### src/hw/rtl/tlr_pkg.sv
// Types and constants of the track linear resampler.
// Used by every module in hw/rtl; depends on nothing.
package tlr_pkg;

  localparam int unsigned ResultLimit = 62;
  localparam int unsigned CntW = 6;
  localparam int unsigned ProdW = 65;
  localparam int unsigned DivCntW = 7;

  typedef struct packed {
    logic [31:0] point_time;
    logic signed [31:0] point_x;
    logic signed [31:0] point_y;
    logic new_track;
  } in_t;

  typedef struct packed {
    logic [31:0] out_time;
    logic signed [31:0] out_x;
    logic signed [31:0] out_y;
    logic point_kind;
    logic gap_clipped;
    logic last_of_run;
  } out_t;

  // One segment for the back end to carry out.
  typedef struct packed {
    logic [31:0] prev_time;
    logic [31:0] prev_x;
    logic [31:0] prev_y;
    logic [31:0] cur_time;
    logic [31:0] cur_x;
    logic [31:0] cur_y;
    logic emit_first;
    logic clipped;
    logic [CntW-1:0] n_interp;
  } job_t;

endpackage

### src/hw/rtl/tlr_front.sv
// Front end: accepts points, holds the previous point, sizes each segment.
// Depends on tlr_pkg.
module tlr_front #(
  parameter int unsigned MaxGap = 60
) (
  input  logic          clk_i,
  input  logic          rst_ni,
  input  logic          push_i,
  input  tlr_pkg::in_t  point_i,
  input  logic          job_full_i,
  output logic          full_o,
  output logic          job_push_o,
  output tlr_pkg::job_t job_o
);

  logic        have_prev_q, first_sent_q;
  logic [31:0] prev_time_q, prev_x_q, prev_y_q;
  logic        accept, lone;
  logic [16:0] s0p1, s1, raw_n;
  logic [6:0]  room, cap;
  logic        clipped;

  assign accept = push_i && !job_full_i;
  assign full_o = job_full_i;
  assign lone   = point_i.new_track || !have_prev_q;

  always_comb begin
    s0p1  = {1'b0, prev_time_q[31:16]} + 17'd1;
    s1    = {1'b0, point_i.point_time[31:16]};
    raw_n = (s1 > s0p1) ? (s1 - s0p1) : 17'd0;
    room  = 7'(tlr_pkg::ResultLimit - 1) - {6'd0, !first_sent_q};
    cap   = (7'(MaxGap) > room) ? room : 7'(MaxGap);
    clipped = raw_n > {10'd0, cap};
  end

  assign job_push_o = accept && !lone;

  always_comb begin
    job_o.prev_time  = prev_time_q;
    job_o.prev_x     = prev_x_q;
    job_o.prev_y     = prev_y_q;
    job_o.cur_time   = point_i.point_time;
    job_o.cur_x      = point_i.point_x;
    job_o.cur_y      = point_i.point_y;
    job_o.emit_first = !first_sent_q;
    job_o.clipped    = clipped;
    job_o.n_interp   = clipped ? cap[tlr_pkg::CntW-1:0] : raw_n[tlr_pkg::CntW-1:0];
  end

  always_ff @(posedge clk_i or negedge rst_ni) begin
    if (!rst_ni) begin
      have_prev_q  <= 1'b0;
      first_sent_q <= 1'b0;
      prev_time_q  <= '0;
      prev_x_q     <= '0;
      prev_y_q     <= '0;
    end else if (accept) begin
      have_prev_q  <= 1'b1;
      first_sent_q <= !lone;
      prev_time_q  <= point_i.point_time;
      prev_x_q     <= point_i.point_x;
      prev_y_q     <= point_i.point_y;
    end
  end

endmodule

### config.mk
export PLATFORM = sky130hd
export DESIGN_NAME = tlr_front
export DESIGN_NICKNAME = d
export VERILOG_FILES = /design/src/hw/rtl/tlr_pkg.sv /design/src/hw/rtl/tlr_front.sv
export SDC_FILE = /design/constraint.sdc
export NUM_CORES = 1
export LEC_CHECK = 0
export ABC_AREA = 1
export BUFFER_PORTS_ARGS = -buffer_cell sky130_fd_sc_hd__buf_2
export CORE_MARGIN = 2
export CORE_UTILIZATION = 31
export CTS_CLUSTER_SIZE = 24
export DETAILED_ROUTE_END_ITERATION = 6
export SETUP_SLACK_MARGIN = 0.3
export SYNTH_ARGS = -nofsm -noshare
export SYNTH_HDL_FRONTEND = slang
export SYNTH_SLANG_ARGS = --single-unit
### constraint.sdc
create_clock -name clk_i -period 5.7 [get_ports clk_i]
set_input_delay 0 -clock clk_i [delete_from_list [all_inputs] [get_ports clk_i]]
set_output_delay 0 -clock clk_i [all_outputs]
set_load 0.05 [all_outputs]
==> results of run 1 <==
==> routing by layer <==
metal | global-route usage | vias up | routed length (µm)
met5 | 0 | - | 0
met4 | 0.0526 | 0 | 346
met3 | 0.0575 | 24 | 1340
met2 | 0.318 | 186 | 9360
met1 | 0.222 | 2651 | 7700
li1 | - | 2931 | -
==> worst min path at each step <==
| stage | to | slack, ps | from |
|---|---|---|---|
| floorplan | first_sent_q$_DFFE_PN0P_ | -300 | rst_ni |
| global placement | prev_x_q[0]$_DFFE_PN0P_ | 40 | rst_ni |
| detailed placement | prev_x_q[10]$_DFFE_PN0P_ | 40 | rst_ni |
| CTS | prev_time_q[17]$_DFFE_PN0P_ | 20 | point_i[82] |
| global route | prev_time_q[17]$_DFFE_PN0P_ | 40 | point_i[82] |
| finish | prev_time_q[17]$_DFFE_PN0P_ | 30 | point_i[82] |
==> power groups by stage <==
stage | Combinational [mW] | Sequential [mW] | Clock, mW
after floorplan | 0.547 | 1.15 | 0
after global placement | 1.08 | 0.849 | 0
after detailed placement | 1.09 | 0.849 | 0
after CTS | 1.14 | 0.839 | 0.650
after global routing | 1.22 | 0.852 | 0.678
final | 1.13 | 0.840 | 0.629
==> worst max-delay path, cell delays in order, from the launching register on <==
cell and delay, ps:
dfrtp_1 440, nand2_1 100, nor2_2 120, and3_2 220, nand3_2 80, nor2_1 160, nand3_1 110, inv_1 90
nand2_1 70, nor2_2 90, xnor2_1 70, ha_1 360, nand2_1 90, inv_1 90, nand2_2 70, nor3_2 190
nand2_1 90, nand2_1 70, nand2_1 40, nand2_1 60, nand4_2 160, nor3_1 200, buf_2 290
==> cell families after synthesis <==
logic type | after synthesis | synth area share
AOI/OAI and AO/OA | 23 | 0.0234
xor gates and xnor gates | 13 | 0.0192
buffers and inverters | 179 | 0.176
adders and majority gates | 18 | 0.0392
and+or+nand+nor | 472 | 0.329
DFF | 98 | 0.413
==> cell type report <==
cell class              count  area (µm²)  share of cell area
repair buffers            402        2510               0.305
flip-flops and latches     98        2450               0.298
multi-input cells         526        2450               0.297
well taps                 234         293              0.0356
clock buffers              11         243              0.0295
inverters                  59         221              0.0269
clock inverters             5        62.6             0.00761
==> timing repair <==
action                                 4_1_cts  5_1_grt
buffers inserted                             0        0
hold buffers                                97        0
endpoints found under the hold margin      139        0
gates resized for setup                      0        0
==> metrics by stage <==
step,area (µm²),utilization
after global routing,8230,0.438
after detailed placement,6950,0.370
final,8230,0.438
after CTS,8230,0.438
after global placement,6950,0.370
after floorplan,5930,-
==> flip-flops by register name, indices dropped and copies added (netlist names) <==
name / cells
prev_time_q: 32
prev_x_q: 32
prev_y_q: 32
first_sent_q: 1
have_prev_q: 1
==> cells in the mapped netlist <==
| cell | instances |
|---|---|
| ha_1 | 17 |
| and3_2 | 1 |
| nand2_1 | 386 |
| a211oi_1 | 1 |
| buf_4 | 99 |
| o21bai_1 | 2 |
| nand2_2 | 8 |
| o21bai_4 | 1 |
| fa_1 | 1 |
| or2_1 | 4 |
| o21ai_0 | 7 |
| nor2_2 | 6 |
| and2_1 | 1 |
| xor2_1 | 7 |
| nand3_1 | 21 |
| and3_1 | 1 |
| nand3b_1 | 8 |
| o31ai_1 | 1 |
| nor3_2 | 1 |
| a21oi_1 | 11 |
| inv_2 | 2 |
| nand3_2 | 5 |
| nand4_1 | 5 |
| nor2_1 | 20 |
| nand4_2 | 2 |
| xnor2_1 | 6 |
| nor3_1 | 3 |
| dfrtp_1 | 98 |
| inv_1 | 57 |
| clkbuf_1 | 21 |
==> flow_summary_export.csv, run 1 <==
group,metric,value,unit
routing,vias,5792,
power_and_ir_drop,p_leak,4.75,nW
worst_hold_path,hp-class,"input port to register",
power_and_ir_drop,switching_share,0.448,
sta,fin_crit,3600,ps
synth,synth-seq-cells,98,
synth,syn_nets,922,
critical_path,cp.arrival,3600,ps
sta,slew_headroom,0.361,
grt,grt_max_degree,67,
die,rows,50,
synth,synth_top_area_cell,"dfrtp_1",
routing,post_drt_wl_per_cell,14.0,µm
placement,routabilityCongestion,0.822,
clock_tree,clk_path_buf_depth,2,
clock_tree,cts_root_buf,"clkbuf_16",
worst_hold_path,holdPathStages,3,
critical_path,worstReg2RegEnd,"first_sent_q$_DFFE_PN0P_",
clock_tree,clk_latency,350,ps
routing,drtIter0Drc,229,
die,initial_utilization,0.316,
sta,fmax,0.278,GHz
layout,diodes,0,
power_and_ir_drop,p_per_area,317,nW/µm²
clock_tree,cts_tree,"done",
grt,overflow,0,
placement,dp_slack,2440,ps
sta,rsz0062_at_grt,"false",
clock_tree,cts_sinks,98,
sta,drv_slew,0,
critical_path,crit_path_end,"job_o[0]",
routing,final_antenna_net_count,0,
sta,holdWs,28.9,ps
layout,layout_commonest_cell,"nand2_1",
sta,hold_violations,0,
power_and_ir_drop,power.clock.fraction,0.242,
run,max-cap-violations,0,
clock_tree,cts.htree.levels,3,
layout,fin_cells,1335,
layout,fillers,1923,
critical_path,r2r_cells,3,
layout,finalNetCount,1215,
power_and_ir_drop,p_comb_frac,0.436,
run_status,status,"finished clean",
power_and_ir_drop,internal_power,1.44,mW
power_and_ir_drop,seq_power_share,0.323,
power_and_ir_drop,ir_drop,0.163,mV
layout,area_growth,38.6,%
critical_path,worstSetupStartpointType,"register",
synth,synth_top_area_frac,0.413,
routing,viasPerCell,4.34,
critical_path,path_class,"register to output port",
layout,drive_above_1_share,0.316,
layout,final_cell_mix,"386 x nand2_1, 301 x buf_2, 98 x dfrtp_1",
sta,setup_tns,0,ps
grt,grt_pass1_vias,5746,
die,core,18800,µm²
critical_path,startpoint,"prev_time_q[18]$_DFFE_PN0P_",
critical_path,cp_max_fo,5,
synth,synthCells,803,
routing,drt_pass1_iterations,5,
sta,worst_slack,2100,ps
clock_tree,path_clk_slew,70,ps
synth,ys_seq_area_frac,0.413,
sta,finClkSkew,3.34,ps
die,die_h,142,µm
routing,drt_wl_total,18800,µm
routing,drc,0,
die,die_x,142,µm
synth,ys_warn_count,0,
grt,grt_pass1_wl,29300,µm
placement,dp_hpwl,13900,µm
sta,worstMarginPinSlew,956,ps
grt,antenna_found_initial,0,
clock_tree,numCtsBuffers,9,
synth,synth_cell_types,30,
critical_path,reg2reg_from,"have_prev_q$_DFFE_PN0P_",
placement,dp_cells,1222,
grt,grtUsageTotal,0.184,
sta,finalCritPeriodShare,0.632,
die,dieArea,20300,µm²
power_and_ir_drop,power,2.60,mW
critical_path,worst_setup_path_end_kind,"output port",
critical_path,regToRegSetupSlack,4900,ps
synth,synth.area.top_cells,"dfrtp_1 41%, nand2_1 24%, buf_4 13%, inv_1 3.6%, ha_1 3.6%",
die,ios,303,
placement,io_buffers,302,
critical_path,required,5700,ps
synth,syn_area_per_cell,7.39,µm²
synth,netlist_area,5930,µm²
power_and_ir_drop,netSwitchingPower,1.17,mW
sta,setup_viol,0,
Power figures use the tool's default switching activity.
==> run 2, diff against run 1 <==
==> constraint.sdc (replaced) <==
create_clock -name clk_i -period 3.6 [get_ports clk_i]
set_input_delay 0 -clock clk_i [delete_from_list [all_inputs] [get_ports clk_i]]
set_output_delay 0 -clock clk_i [all_outputs]
set_load 0.05 [all_outputs]
==> run 2 against run 1 <==
Against the previous run: sequential power is 60% higher; first-iteration DRC count up 13%; routed wire length is 4.6% higher; total power up 62%; cell area rose by 4.8%; clock skew shrank 3.2 ps; register-to-register slack worse by 2200 ps; cell count rose by 1.5%; sequential share of layout area shrank 1.3 points; largest cell class unchanged.
==> flow_summary_export.csv, run 2 (synthesis gave the netlist of run 1 again) <==
group,metric,value,unit
die,rows,50,
power_and_ir_drop,p_comb_frac,0.455,
critical_path,worstSetupStartpointType,"register",
critical_path,worst_setup_path_end_kind,"output port",
placement,dp_slack,245,ps
sta,slew_headroom,0.527,
die,initial_utilization,0.316,
layout,fin_util,0.459,
grt,grt_pass1_wl,30000,µm
sta,drv_slew,0,
power_and_ir_drop,netSwitchingPower,1.92,mW
routing,post_drt_wl_per_cell,14.5,µm
power_and_ir_drop,power,4.22,mW
die,dieArea,20300,µm²
clock_tree,clk_latency,330,ps
power_and_ir_drop,switching_share,0.455,
clock_tree,path_clk_slew,60,ps
layout,post-route-cell-area,8620,µm²
sta,setup_viol,0,
worst_hold_path,hp-class,"input port to register",
clock_tree,numCtsBuffers,9,
power_and_ir_drop,power.clock.fraction,0.228,
die,die_x,142,µm
clock_tree,cts_tree,"done",
placement,io_buffers,302,
die,ios,303,
layout,drive_above_1_share,0.357,
layout,area_growth,45.3,%
sta,fin_crit,3380,ps
critical_path,path_class,"register to output port",
layout,final_cell_mix,"375 x nand2_1, 294 x buf_2, 97 x dlygate4sd3_1",
routing,drc,0,
die,core,18800,µm²
power_and_ir_drop,internal_power,2.30,mW
clock_tree,clk_path_buf_depth,2,
grt,grtUsageTotal,0.188,
placement,dp_hpwl,14100,µm
die,die_h,142,µm
placement,dp_cells,1224,
sta,worst_slack,223,ps
clock_tree,cts_root_buf,"clkbuf_16",
placement,place_area,7000,µm²
routing,viasPerCell,4.37,
power_and_ir_drop,ir_drop,0.272,mV
critical_path,cp_max_fo,4,
critical_path,required,3600,ps
placement,routabilityCongestion,0.879,
grt,grt_pass1_vias,5910,
routing,drtIter0Drc,259,
sta,rsz0062_at_grt,"true",
critical_path,cp.arrival,3380,ps
clock_tree,cts.htree.levels,3,
sta,finClkSkew,0.116,ps
run,max-cap-violations,0,
layout,finalNetCount,1233,
clock_tree,cts_sinks,98,
grt,grt_max_degree,66,
layout,reg.largest.list,"prev_time_q (32), prev_x_q (32), prev_y_q (32)",
sta,fmax,0.296,GHz
layout,fin_cells,1355,
routing,drt_pass1_iterations,5,
run_status,status,"finished clean",
sta,finalCritPeriodShare,0.938,
routing,vias,5926,
routing,final_antenna_net_count,0,
routing,drt_wl_total,19600,µm
sta,hold_violations,0,
sta,setup_tns,0,ps
power_and_ir_drop,seq_power_share,0.317,
sta,worstMarginPinSlew,708,ps
grt,overflow,0,
sta,holdWs,38.9,ps
layout,layout_commonest_cell,"nand2_1",
power_and_ir_drop,p_per_area,489,nW/µm²
grt,antenna_found_initial,2,
power_and_ir_drop,p_leak,4.91,nW
## run 2: cell types whose count changed in the layout (fill, tap and decap cells not counted), sizes merged
cell	change
buf	+18
bufinv	-1
clkinvlp	-1
diode	+2
inv	+2
## run 2: power groups by stage
stage                     registers [mW]  logic (mW)  clock network (mW)
final                               1.34        1.92               0.963
after global routing                1.35        2.07                1.03
after floorplan                     1.82       0.871                   0
after global placement              1.35        1.73                   0
after detailed placement            1.35        1.73                   0
after CTS                           1.33        1.89               0.988
## run 2: worst max-delay path, cell delays in order, from the launching register on
cell and delay, ps:
dfrtp_2 410, nand2_2 70, nor2_4 90, and3_4 200, nand3_4 80, nor2_4 110
nand2_1 70, xor2_1 150, ha_1 380, nand2_2 130, nor2_1 160, nand3_1 140
nand3_1 90, nand2_1 50, nand2_1 60, inv_1 40, nor2_1 160, nand4_4 150
buf_12 170, nor3_4 150, buf_6 170
## run 2: what timing repair did
item	4_1_cts	5_1_grt
setup endpoints to repair	7	7
pin swaps	25	18
hold buffers	97	0
setup buffers	10	6
resized for setup	42	17
endpoints found under the hold margin	123	0
## run 2: layout make-up
| type | instances | area, µm² |
|---|---|---|
| timing repair buffer | 420 | 2720 |
| sequential | 98 | 2460 |
| multi-input combinational | 526 | 2630 |
| fill | 1872 | 10100 |
| antenna | 2 | 5.00 |
| clock buffer | 11 | 253 |
| tap | 234 | 293 |
| inverter | 59 | 221 |
| clock inverter | 5 | 42.5 |
## run 2: worst paths after layout
kind,slack (ps),depth (start not counted),startpoint,endpoint
setup / recovery,220,20,prev_time_q[17]$_DFFE_PN0P_,job_o[0]
min in group asynchronous,120,2,rst_ni,prev_x_q[2]$_DFFE_PN0P_
hold / removal,40,3,point_i[82],prev_time_q[17]$_DFFE_PN0P_
max in group asynchronous,2600,3,rst_ni,prev_time_q[16]$_DFFE_PN0P_
setup reg to reg,2750,3,prev_time_q[16]$_DFFE_PN0P_,prev_time_q[16]$_DFFE_PN0P_
hold reg to reg,460,2,have_prev_q$_DFFE_PN0P_,have_prev_q$_DFFE_PN0P_
## run 2: metal layers
metal | global-route usage | vias to the layer above | routed length, µm
met5 | 0 | - | 0
met4 | 0.0657 | 0 | 439
met3 | 0.0528 | 27 | 1470
met2 | 0.331 | 213 | 9870
met1 | 0.220 | 2719 | 7830
li1 | - | 2967 | -
