## src/hw/rtl/tlr_pkg.sv

```systemverilog
// Types and constants of the track linear resampler.
// Used by every module in hw/rtl; depends on nothing.
package tlr_pkg;

  localparam int unsigned ResultLimit = 62;
  localparam int unsigned CntW = 6;
  localparam int unsigned ProdW = 65;
  localparam int unsigned DivCntW = 7;

  typedef struct packed {
    logic [31:0] point_time;
    logic signed [31:0] point_x;
    logic signed [31:0] point_y;
    logic new_track;
  } in_t;

  typedef struct packed {
    logic [31:0] out_time;
    logic signed [31:0] out_x;
    logic signed [31:0] out_y;
    logic point_kind;
    logic gap_clipped;
    logic last_of_run;
  } out_t;

  // One segment for the back end to carry out.
  typedef struct packed {
    logic [31:0] prev_time;
    logic [31:0] prev_x;
    logic [31:0] prev_y;
    logic [31:0] cur_time;
    logic [31:0] cur_x;
    logic [31:0] cur_y;
    logic emit_first;
    logic clipped;
    logic [CntW-1:0] n_interp;
  } job_t;

endpackage

```

## src/hw/rtl/tlr_job_fifo.sv

```systemverilog
// Two-entry queue of segment jobs between front and back end.
// Depends on tlr_pkg.
module tlr_job_fifo (
  input  logic          clk_i,
  input  logic          rst_ni,
  input  logic          push_i,
  input  tlr_pkg::job_t data_i,
  input  logic          pop_i,
  output logic          full_o,
  output logic          empty_o,
  output tlr_pkg::job_t data_o
);

  tlr_pkg::job_t mem_q [2];
  logic       wr_ptr_q, rd_ptr_q;
  logic [1:0] cnt_q;

  assign full_o  = cnt_q == 2'd2;
  assign empty_o = cnt_q == 2'd0;
  assign data_o  = mem_q[rd_ptr_q];

  always_ff @(posedge clk_i) begin
    if (push_i) begin
      mem_q[wr_ptr_q] <= data_i;
    end
  end

  always_ff @(posedge clk_i or negedge rst_ni) begin
    if (!rst_ni) begin
      wr_ptr_q <= 1'b0;
      rd_ptr_q <= 1'b0;
      cnt_q    <= 2'd0;
    end else begin
      if (push_i) wr_ptr_q <= !wr_ptr_q;
      if (pop_i) rd_ptr_q <= !rd_ptr_q;
      cnt_q <= cnt_q + {1'b0, push_i} - {1'b0, pop_i};
    end
  end

endmodule

```

## config.mk

```make
export PLATFORM = sky130hd
export DESIGN_NAME = tlr_job_fifo
export DESIGN_NICKNAME = d
export VERILOG_FILES = /design/src/hw/rtl/tlr_pkg.sv /design/src/hw/rtl/tlr_job_fifo.sv
export SDC_FILE = /design/constraint.sdc
export NUM_CORES = 1
export LEC_CHECK = 0
export BUFFER_PORTS_ARGS = -buffer_cell sky130_fd_sc_hd__buf_4
export CORE_MARGIN = 1
export CORE_UTILIZATION = 52
export CTS_CLUSTER_DIAMETER = 150
export DETAILED_ROUTE_END_ITERATION = 12
export PLACE_DENSITY = 0.76
export SLEW_MARGIN = 5
export SYNTH_ARGS = -nofsm -noshare
export SYNTH_HDL_FRONTEND = slang
export SYNTH_SLANG_ARGS = --single-unit
```

## constraint.sdc

```tcl
create_clock -name clk_i -period 11.2 [get_ports clk_i]
set_input_delay 1.12 -clock clk_i [delete_from_list [all_inputs] [get_ports clk_i]]
set_output_delay 1.12 -clock clk_i [all_outputs]
set_load 0.02 [all_outputs]
```

==> results of run 1 <==
[logic make-up (layout without fill, tap and decap cells)]
group	Yosys count	in the layout	share of synthesized area [%]
simple gates	4	4	0.1532
fa+ha+maj	2	2	0.1702
buf+inv	24	483	1.694
flops	404	404	82.38
mux	200	200	15.32
xor+xnor	3	3	0.2809
[metrics by stage]
step           cell area, sq um  setup slack, ns  cells  total power (W)
2_1_floorplan             14700           0.6690    637         0.003284
3_3_place_gp              18040            7.497   1405         0.003843
3_5_place_dp              18040            7.520   1405         0.003864
4_1_cts                   19180            6.975   1474         0.005040
5_1_grt                   19180            6.874   1474         0.005188
6_report                  19180            7.058   1474         0.004986
[cells in the mapped netlist]
cell type	count	area share (%)
edfxtp_1	400	82
buf_6	21	1.6
mux2_2	200	15
dfrtp_1	4	0.68
xor3_1	1	0.16
and2_1	1	0.043
ha_1	2	0.17
xor2_1	2	0.12
buf_2	1	0.034
nor2b_1	2	0.085
nor2_1	1	0.026
inv_1	2	0.051
[worst paths after layout]
check,start,to,cells after the start
setup / recovery,rd_ptr_q$_DFFE_PN0P_,data_o[126],3
hold / removal,rst_ni,cnt_q[0]$_DFF_PN0_,1
setup reg to reg,wr_ptr_q$_DFFE_PN0P_,mem_q[0][35]$_DFFE_PP_,3
hold reg to reg,wr_ptr_q$_DFFE_PN0P_,wr_ptr_q$_DFFE_PN0P_,1
max in group asynchronous,rst_ni,rd_ptr_q$_DFFE_PN0P_,1
min in group clk_i,wr_ptr_q$_DFFE_PN0P_,wr_ptr_q$_DFFE_PN0P_,1
[worst max-delay path, delay by kind of cell (launching register included)]
kind / cells / cell delay, ns
mux: 1 / 0.44
buf+inv: 2 / 1.11
flops: 1 / 0.91
[power by group through the flow]
stage	Combinational, W	Clock (W)	Sequential (W)
2_1_floorplan	0.00112	0	0.00216
3_3_place_gp	0.00172	0	0.00213
3_5_place_dp	0.00172	0	0.00215
4_1_cts	0.00173	0.00120	0.00212
5_1_grt	0.00180	0.00125	0.00214
6_report	0.00171	0.00117	0.00211
[state kept, by name, indices dropped and copies added, names as in the netlist]
register	flops
wr_ptr_q	1
rd_ptr_q	1
cnt_q	2
mem_q	400
[layer usage]
metal	part of all wire, %	global-route usage [%]	wire length (microns)	vias up
met1	34	20.76	10100	3656
met5	0	0	0	-
met4	3.3	8.186	990	0
met3	12	9.256	3652	58
li1	-	-	-	3408
met2	50	33.84	14900	329
[cell type report]
class	instances	area (sq um)	share of cell area, %
clock buffers	52	1067	5.565
clock inverters	17	70.07	0.3654
inverters	2	7.507	0.03915
multi-input cells	209	2351	12.26
flip-flops and latches	404	12120	63.18
well taps	378	473.0	2.466
repair buffers	412	3093	16.13
==> metrics.md, run 1 <==
| Metric | Value |
|---|---|
| GR Overflow Total | 0 |
| CP Max Fanout | 82 |
| Final hold vios | 0 |
| Critical path class | register to output pin |
| Clock Power Share | 23.5% |
| Post-CTS Setup Bufs | 0 |
| Wire per inst | 20.11 microns |
| All-Layer GR Usage | 19.71% |
| Initial Util | between 50% and 60% |
| Fin. max-slew vios | 0 |
| Gate power share | about a third |
| Overall die height | roughly 170 microns |
| Final core occ | 69.03% |
| CP Data Required Time | around 10 ns |
| WHS | 0.3904 ns |
| Final setup fails | 0 |
| Max-Cap Viols | 0 |
| Tightest Pin Transition | 1.089 ns |
| First-pass GRT wire length | 42.28 mm |
| CTS Hold Buffers Added | 0 |
| Post-synthesis cell type count | 12 |
| Sequential share of the synthesized area | slightly above 80% |
| CTS resizes | 0 |
| CP endpoint kind | output pin |
| Drt first pass iters | 5 |
| Outcome | finished, final reports clean |
| Yosys warning count | 0 |
| Clk root buf | clkbuf_16 |
| Via density | around 5 |
| Reg clk slew, reported paths | 0.06 ns |
| Synth Net Count | 843 |
| Diode count | 0 |
| Routed WL | 29.64 mm |
| Hold Crit Class | input port to asynchronous set/reset pin |
| NetSw | around 0.0015 W |
| Power per Cell Area | 260.0 nW/um^2 |
| Inserted Clock Buffers | 40 |
| Top Ports | 406 |
| Crit path time final | about 4.1 ns |
| Layout Skew | 0.01121 ns |
| Gate Count Post-Synth | 637 |
| Lkg Pwr | just over 7 nW |
| RSZ-0062 raised after global routing | no |
| Cell Area, Synth | 14700 sq um |
| Internal power | 0.003442 W |
| Sequential cell fraction of total power | 42.3% |
| Iteration-0 DRC Markers | 440 |
| Switching Share | 30.98% |
| DPL Wire Length | 19.87 mm |
| Fin crit share | 36.98% |
| Vias in the first global route | roughly 7700 |
| Final ANT Viol Nets | 0 |
| Cells along the critical path | buf_4 -> mux2_2 -> buf_4 |
| CTS Sinks | 404 |
| Reg2reg setup slack | 8.40 ns |
| Clock Latency Late Sink | 0.51 ns |
| H-tree levels | 2 |
| Port bufs | 405 |
| Vias | 7451 |
| CP peak stage delay | 0.95 ns |
| CTS tree | done |
| Slew HR | 27.40% |
| Most frequent cells in the layout | buf_4 (412), edfxtp_1 (400), mux2_2 (200), clkbuf_16 (41), clkinv_1 (12) |
| Row count | 61 |
| Core Area | 27780 sq um |
| Max Root-Sink Buffers | 3 |
| Setup TNS | 0 ns |
| Worst vdd ir | 0.0002000 V |
| Final GP Congestion | 0.7715 |
| Critical Path Start Type | register |
| Layout cell share with drive strength beyond 1 | around 60% |
| Nets | between 1000 and 1500 |
| Fmax | 0.2414 GHz |
| Syn avg cell area | 23.08 sq um |
| CP most frequent cell | buf_4 |
| Drc violations | 0 |
| Commonest non-fill, non-tap cell in the layout | buf_4 |
| CP arrival | 3.02 ns |
| Area of the die | 28950 sq um |
| Die Wd | 170.1 microns |
| Yosys reg bits | 404 |
| Crit-path slowest cell | buf_4 |
| Initial antenna violation count | 0 |
| Pin count of the biggest net entering global routing | 83 |
| Fillers | about 1900 |
| Synthesis-to-layout area growth | 30.44% |
No activity file was read; power rests on OpenSTA's default activity.
==> run 2, diff against run 1 <==
Settings changed: CORE_UTILIZATION 52 to 47, PLACE_DENSITY 0.76 to 0.73.
Clock period 11.2 ns to 3.4 ns, I/O delays scaled along.
==> run 2 against run 1 <==
Compared with the run above: sequential power increased to 3.3 times the previous value; clock power increased to 3.7 times the previous value; first-iteration DRC count increased by 2.7%; global-route usage increased by 0.99 points; final area increased by 12%; critical path type unchanged; combinational power increased to 3.5 times the previous value; clock-buffer cell count increased by 7.
==> metrics.md, run 2 (synthesis results as in run 1) <==
| Metric | Value |
|---|---|
| Crit-path slowest cell | dfrtp_4 (was buf_4) |
| Iteration-0 DRC Markers | 452 (was 440) |
| CP arrival | 2.49 ns (was 3.02 ns) |
| Slew HR | 50.84% (was 27.40%) |
| Fin worst setup slack | 0.5657 ns (was 7.058 ns) |
| Final GP Congestion | 0.7931 (was 0.7715) |
| Reg2reg setup slack | 1.63 ns (was 8.40 ns) |
| Post-CTS Setup Bufs | 0 (unchanged) |
| Critical path class | register to output pin (unchanged) |
| Vias | 8483 (was 7451) |
| Register with the most flip-flops | mem_q (unchanged) |
| Layout Skew | 0.01768 ns (was 0.01121 ns) |
| Hold Crit Class | input port to register (was input port to asynchronous set/reset pin) |
| Commonest non-fill, non-tap cell in the layout | buf_4 (unchanged) |
| Core Area | 30670 sq um (was 27780 sq um) |
| Reg clk slew, reported paths | 0.06 ns (about the same) |
| Initial Util | 47.94% (was 52.92%) |
| H-tree levels | 2 (unchanged) |
| CP endpoint kind | output pin (unchanged) |
| Outcome | finished, final reports clean (unchanged) |
| Post-Layout Inst Area | 21540 sq um (was 19180 sq um) |
| CP Data Required Time | 3.06 ns (was 10.08 ns) |
| Crit path time final | 2.834 ns |
| Lkg Pwr | 8.182 nW (was 7.188 nW) |
| Pin count of the biggest net entering global routing | 94 (was 83) |
| Initial antenna violation count | 2 (was 0) |
| Internal power | 0.01196 W (was 0.003442 W) |
| Placed cell area | 18210 sq um (was 18040 sq um) |
| Max reg flops | 400 (unchanged) |
| Clk root buf | clkbuf_16 (unchanged) |
| Fillers | 1809 (was 1862) |
| CTS Hold Buffers Added | 197 (was 0) |
| Pre-CTS WS | 1.133 ns (was 7.520 ns) |
| CTS Sinks | 404 (unchanged) |
| Final ANT Viol Nets | 0 (unchanged) |
| Synthesis-to-layout area growth | 46.49% (was 30.44%) |
| Drt first pass iters | 4 (was 5) |
| Row count | 64 (was 61) |
| Nets | 1487 (was 1275) |
| NetSw | 0.005394 W (was 0.001545 W) |
| First-pass GRT wire length | 49.59 mm (was 42.28 mm) |
| Worst vdd ir | 0.0006453 V (was 0.0002000 V) |
| Routed WL | 34.55 mm (was 29.64 mm) |
| Max Root-Sink Buffers | 3 (unchanged) |
| Largest regs | mem_q (400), cnt_q (2) (unchanged) |
| Drc violations | 0 (unchanged) |
| Switching Share | 31.09% (was 30.98%) |
| Tightest Pin Transition | 0.7374 ns (was 1.089 ns) |
| Die Wd | 178.9 microns (was 170.1 microns) |
| Clock Latency Late Sink | 0.53 ns (was 0.51 ns) |
| Final hold vios | 0 (unchanged) |
| Gate power share | 34.8% (was 34.2%) |
| Overall die height | 178.9 microns (was 170.1 microns) |
| Area of the die | 31990 sq um (was 28950 sq um) |
| Sequential cell fraction of total power | 40.0% (was 42.3%) |
| Fin. max-slew vios | 0 (unchanged) |
| CP peak stage delay | 0.89 ns (was 0.95 ns) |
| Fmax | approximately 0.35 GHz |
| Cells along the critical path | buf_4 -> mux2_2 -> buf_4 (unchanged) |
| CP Max Fanout | 48 (was 82) |
| CTS tree | done (unchanged) |
| Final setup fails | 0 (unchanged) |
| Inserted Clock Buffers | 42 (was 40) |
| DPL Wire Length | 20.37 mm (was 19.87 mm) |
| Top Ports | 406 (unchanged) |
| All-Layer GR Usage | 20.70% (was 19.71%) |
| Critical Path Start Type | register (unchanged) |
| CP most frequent cell | buf_4 (unchanged) |
| Wire per inst | 20.18 microns (was 20.11 microns) |
| Vias in the first global route | 9276 (was 7679) |
| Clock Power Share | 25.2% (was 23.5%) |
| Via density | 4.955 (was 5.055) |
| Fin crit share | between 80% and 90% |
| Max-Cap Viols | 0 (unchanged) |
| GR Overflow Total | 0 (unchanged) |
| RSZ-0062 raised after global routing | no (unchanged) |
| Most frequent cells in the layout | buf_4 (416), edfxtp_1 (400), mux2_2 (200), dlygate4sd3_1 (200), clkbuf_16 (45) (was buf_4 (412), edfxtp_1 (400), mux2_2 (200), clkbuf_16 (41), clkinv_1 (12)) |
| Port bufs | 405 (unchanged) |
| Setup TNS | 0 ns (unchanged) |
| Layout cell share with drive strength beyond 1 | 51.83% (was 60.31%) |
| Power per Cell Area | 805.7 nW/um^2 (was 260.0 nW/um^2) |
| CTS resizes | 0 (unchanged) |
[run 2: changes by cell type in the layout (fill, tap and decap cells not counted), moves of 2 or more]
cell / previous run / this run
diode_2: 0 / 2
dlygate4sd3_1: 0 / 200
buf_12: 0 / 6
buf_4: 412 / 416
clkinv_2: 5 / 7
clkbuf_16: 41 / 45
clkinv_1: 12 / 7
clkbuf_1: 11 / 14
bufinv_16: 0 / 2
[run 2: routing by layer]
layer	GRT usage (%)	wire, microns
met5	0	0
met4	7.380	1049
met3	7.167	3094
met2	37.27	17830
met1	22.38	12580
[run 2: worst paths after layout]
path	from	to	cells after the start
setup / recovery	rd_ptr_q$_DFFE_PN0P_	data_o[75]	3
max in group asynchronous	rst_ni	rd_ptr_q$_DFFE_PN0P_	2
hold reg to reg	wr_ptr_q$_DFFE_PN0P_	wr_ptr_q$_DFFE_PN0P_	1
min in group asynchronous	rst_ni	cnt_q[1]$_DFF_PN0_	2
hold / removal	data_i[186]	mem_q[1][186]$_DFFE_PP_	1
setup reg to reg	wr_ptr_q$_DFFE_PN0P_	mem_q[1][100]$_DFFE_PP_	2
[run 2: area by class of cell]
cell class                      count  area [sq um]  area share (%)
Antenna cell                        2         5.005         0.02324
Clock buffer                       59          1179           5.473
Clock inverter                     18         137.6          0.6391
Inverter                            2         7.507         0.03486
Multi-Input combinational cell    209          2351           10.92
Sequential cell                   404         12120           56.26
Tap cell                          396         495.5           2.301
Timing Repair Buffer              622          5245           24.36
[run 2: worst max-delay path, delay by kind of cell, from the launching register on]
family,cells,cell delay [ns]
flops,1,0.89
buf+inv,2,0.65
mux,1,0.40
[run 2: metrics by stage]
stage	utilization, %	power (W)	instances	hold slack (ns)
2_1_floorplan	-	0.01063	637	0.04441
5_1_grt	70.22	0.01803	1712	0.002305
4_1_cts	70.10	0.01740	1707	0.003999
3_3_place_gp	59.38	0.01275	1433	0.1398
3_5_place_dp	59.38	0.01284	1433	0.1402
6_report	70.22	0.01735	1712	0.02498
[run 2: power groups by stage]
stage	Combinational, W	Clock (W)	Sequential [W]
2_1_floorplan	0.00369	0	0.00693
3_3_place_gp	0.00577	0	0.00698
3_5_place_dp	0.00580	0	0.00703
4_1_cts	0.00604	0.00443	0.00693
5_1_grt	0.00636	0.00464	0.00703
6_report	0.00603	0.00437	0.00695
==> run 3, diff against run 2 <==
Clock period 3.4 ns to 2.5 ns, I/O delays scaled along.
==> run 3 against run 2 <==
Compared with the run above: die area unchanged; largest cell class unchanged; register-to-register slack worse by 0.70 ns; clock-buffer cell count down 8; utilization up 0.42 points; critical path type unchanged.
==> metrics.md, run 3 (synthesis results as in run 1) <==
| Metric | Value |
|---|---|
| Port bufs | 405 (unchanged) |
| Tightest Pin Transition | 0.4679 ns (was 0.7374 ns) |
| CP endpoint kind | output pin (unchanged) |
| GR Overflow Total | 0 (unchanged) |
| Vias | 8522 (was 8483) |
| Pin count of the biggest net entering global routing | 80 (was 94) |
| Commonest non-fill, non-tap cell in the layout | buf_4 (unchanged) |
| Clock Latency Late Sink | 0.52 ns (was 0.53 ns) |
| Cells along the critical path | buf_12 -> mux2_2 -> buf_4 (was buf_4 -> mux2_2 -> buf_4) |
| Crit path buffers/inverters | 2 (unchanged) |
| Lkg Pwr | 8.237 nW (was 8.182 nW) |
| Nets | 1499 (was 1487) |
| Post-Place Cells | 1442 (was 1433) |
| RSZ-0062 raised after global routing | no (unchanged) |
| Power per Cell Area | 1088 nW/um^2 (was 805.7 nW/um^2) |
| CP peak stage delay | 0.67 ns (was 0.89 ns) |
| Worst vdd ir | 0.0008431 V (was 0.0006453 V) |
| R2R depth | 2 (unchanged) |
| Via density | 4.952 (was 4.955) |
| CP arrival | 2.09 ns (was 2.49 ns) |
| Critical path class | register to output pin (unchanged) |
| DPL Wire Length | 20.69 mm (was 20.37 mm) |
| Critical Path Start Type | register (unchanged) |
| Max reg flops | 400 (unchanged) |
| Synthesis-to-layout area growth | 47.37% (was 46.49%) |
| Die Wd | 178.9 microns (unchanged) |
| Layout cell share with drive strength beyond 1 | 52.05% (was 51.83%) |
| Layout Skew | 0.01202 ns (was 0.01768 ns) |
| R2R Path Start | wr_ptr_q$_DFFE_PN0P_ (unchanged) |
| Max-Cap Viols | 0 (unchanged) |
| Fmax | 0.4266 GHz |
| Wire per inst | 20.03 microns (was 20.18 microns) |
| Fillers | 1785 (was 1809) |
| Initial antenna violation count | 4 (was 2) |
| NetSw | 0.007319 W (was 0.005394 W) |
| Final ANT Viol Nets | 0 (unchanged) |
| First-pass GRT wire length | 50.14 mm (was 49.59 mm) |
| Pre-CTS WS | 0.5389 ns (was 1.133 ns) |
| CP Data Required Time | 2.25 ns (was 3.06 ns) |
| CTS Sinks | 404 (unchanged) |
| Fin. max-slew vios | 0 (unchanged) |
| Row count | 64 (unchanged) |
| Reg2reg setup slack | 0.93 ns (was 1.63 ns) |
| Area of the die | 31990 sq um (unchanged) |
| Largest regs | mem_q (400), cnt_q (2) (unchanged) |
| Final hold vios | 0 (unchanged) |
| Overall die height | 178.9 microns (unchanged) |
| Setup TNS | 0 ns (unchanged) |
| Internal power | 0.01626 W (was 0.01196 W) |
| Critical path's top delay family | flip-flops (unchanged) |
| Vias in the first global route | 9137 (was 9276) |
| WHS | 0.09783 ns (was 0.02498 ns) |
| Core Area | 30670 sq um (unchanged) |
| CTS tree | done (unchanged) |
| Top Ports | 406 (unchanged) |
| Gate power share | 36.1% (was 34.8%) |
| Worst r2r dst | mem_q[1][77]$_DFFE_PP_ (was mem_q[1][100]$_DFFE_PP_) |
| Switching Share | 31.04% (was 31.09%) |
| Slew HR | 68.81% (was 50.84%) |
| Final GP Congestion | 0.7701 (was 0.7931) |
| Most frequent cells in the layout | buf_4 (417), edfxtp_1 (400), dlygate4sd3_1 (203), mux2_2 (200), clkbuf_16 (41) (was buf_4 (416), edfxtp_1 (400), mux2_2 (200), dlygate4sd3_1 (200), clkbuf_16 (45)) |
| Drt first pass iters | 4 (unchanged) |
| Routed WL | 34.47 mm (was 34.55 mm) |
| Outcome | finished, final reports clean (unchanged) |
| Sequential cell fraction of total power | 39.7% (was 40.0%) |
| Clock Power Share | 24.2% (was 25.2%) |
| Post-Layout Cell Count | 1721 (was 1712) |
| Inserted Clock Buffers | 41 (was 42) |
| Crit path time final | 2.344 ns |
| Initial Util | 47.94% (unchanged) |
| Max Root-Sink Buffers | 3 (unchanged) |
| Drc violations | 0 (unchanged) |
| Clk root buf | clkbuf_16 (unchanged) |
| Final setup fails | 0 (unchanged) |
| Crit-path slowest cell | dfrtp_4 (unchanged) |
| CP Max Fanout | 47 (was 48) |
| All-Layer GR Usage | 20.84% (was 20.70%) |
| H-tree levels | 2 (unchanged) |
| Register with the most flip-flops | mem_q (unchanged) |
| Iteration-0 DRC Markers | 435 (was 452) |
| Fin worst setup slack | 0.1561 ns (was 0.5657 ns) |
| Hold Crit Class | input port to asynchronous set/reset pin (was input port to register) |
| Reg clk slew, reported paths | 0.06 ns (about the same) |
| Fin crit share | a little over nine tenths |
-- run 3: what timing repair did --
item | 4_1_cts | 5_1_grt
setup endpoints to repair | 2 | 0
hold buffers | 203 | 0
hold endpoints to repair | 407 | 0
gates resized for setup | 0 | 0
setup buffers | 1 | 0
-- run 3: routing by layer --
metal,track usage (%),up-vias,routed length (microns)
li1,-,3853,-
met1,23.38,4193,12610
met2,36.68,401,17580
met3,6.785,75,3192
met4,7.874,0,1079
met5,0,-,0
-- run 3: layout make-up --
cell class,instances,area [sq um],share of cell area (%)
sequential,404,12120,55.92
tap,396,495.5,2.287
clock buffer,51,1064,4.909
antenna,5,12.51,0.05775
timing repair buffer,635,5458,25.19
inverter,2,7.507,0.03465
multi-input combinational,209,2351,10.85
clock inverter,19,162.7,0.7508
-- run 3: how the worst max path moves through the flow --
stage	from	endpoint	slack, ns	depth (start not counted)
3_3_place_gp	rd_ptr_q$_DFFE_PN0P_	data_o[27]	0.55	3
4_1_cts	rd_ptr_q$_DFFE_PN0P_	data_o[29]	0.13	3
2_1_floorplan	wr_ptr_q$_DFFE_PN0P_	mem_q[0][0]$_DFFE_PP_	-1.31	1
6_report	rd_ptr_q$_DFFE_PN0P_	data_o[88]	0.16	3
5_1_grt	rd_ptr_q$_DFFE_PN0P_	data_o[88]	0.09	3
3_5_place_dp	rd_ptr_q$_DFFE_PN0P_	data_o[27]	0.54	3
-- run 3: power by group through the flow --
stage | sequential [W] | clock, W | combinational, W
after detailed placement | 0.00952 | 0 | 0.00815
after global placement | 0.00946 | 0 | 0.00810
after global routing | 0.00947 | 0.00609 | 0.00897
final | 0.00936 | 0.00571 | 0.00852
after CTS | 0.00934 | 0.00581 | 0.00855
after floorplan | 0.00943 | 0 | 0.00502
-- run 3: stage by stage --
step	util [%]	area, sq um	total power [W]
2_1_floorplan	-	14710	0.01445
3_5_place_dp	59.93	18380	0.01766
5_1_grt	70.63	21660	0.02452
6_report	70.64	21670	0.02358
3_3_place_gp	59.93	18380	0.01756
4_1_cts	70.60	21650	0.02370
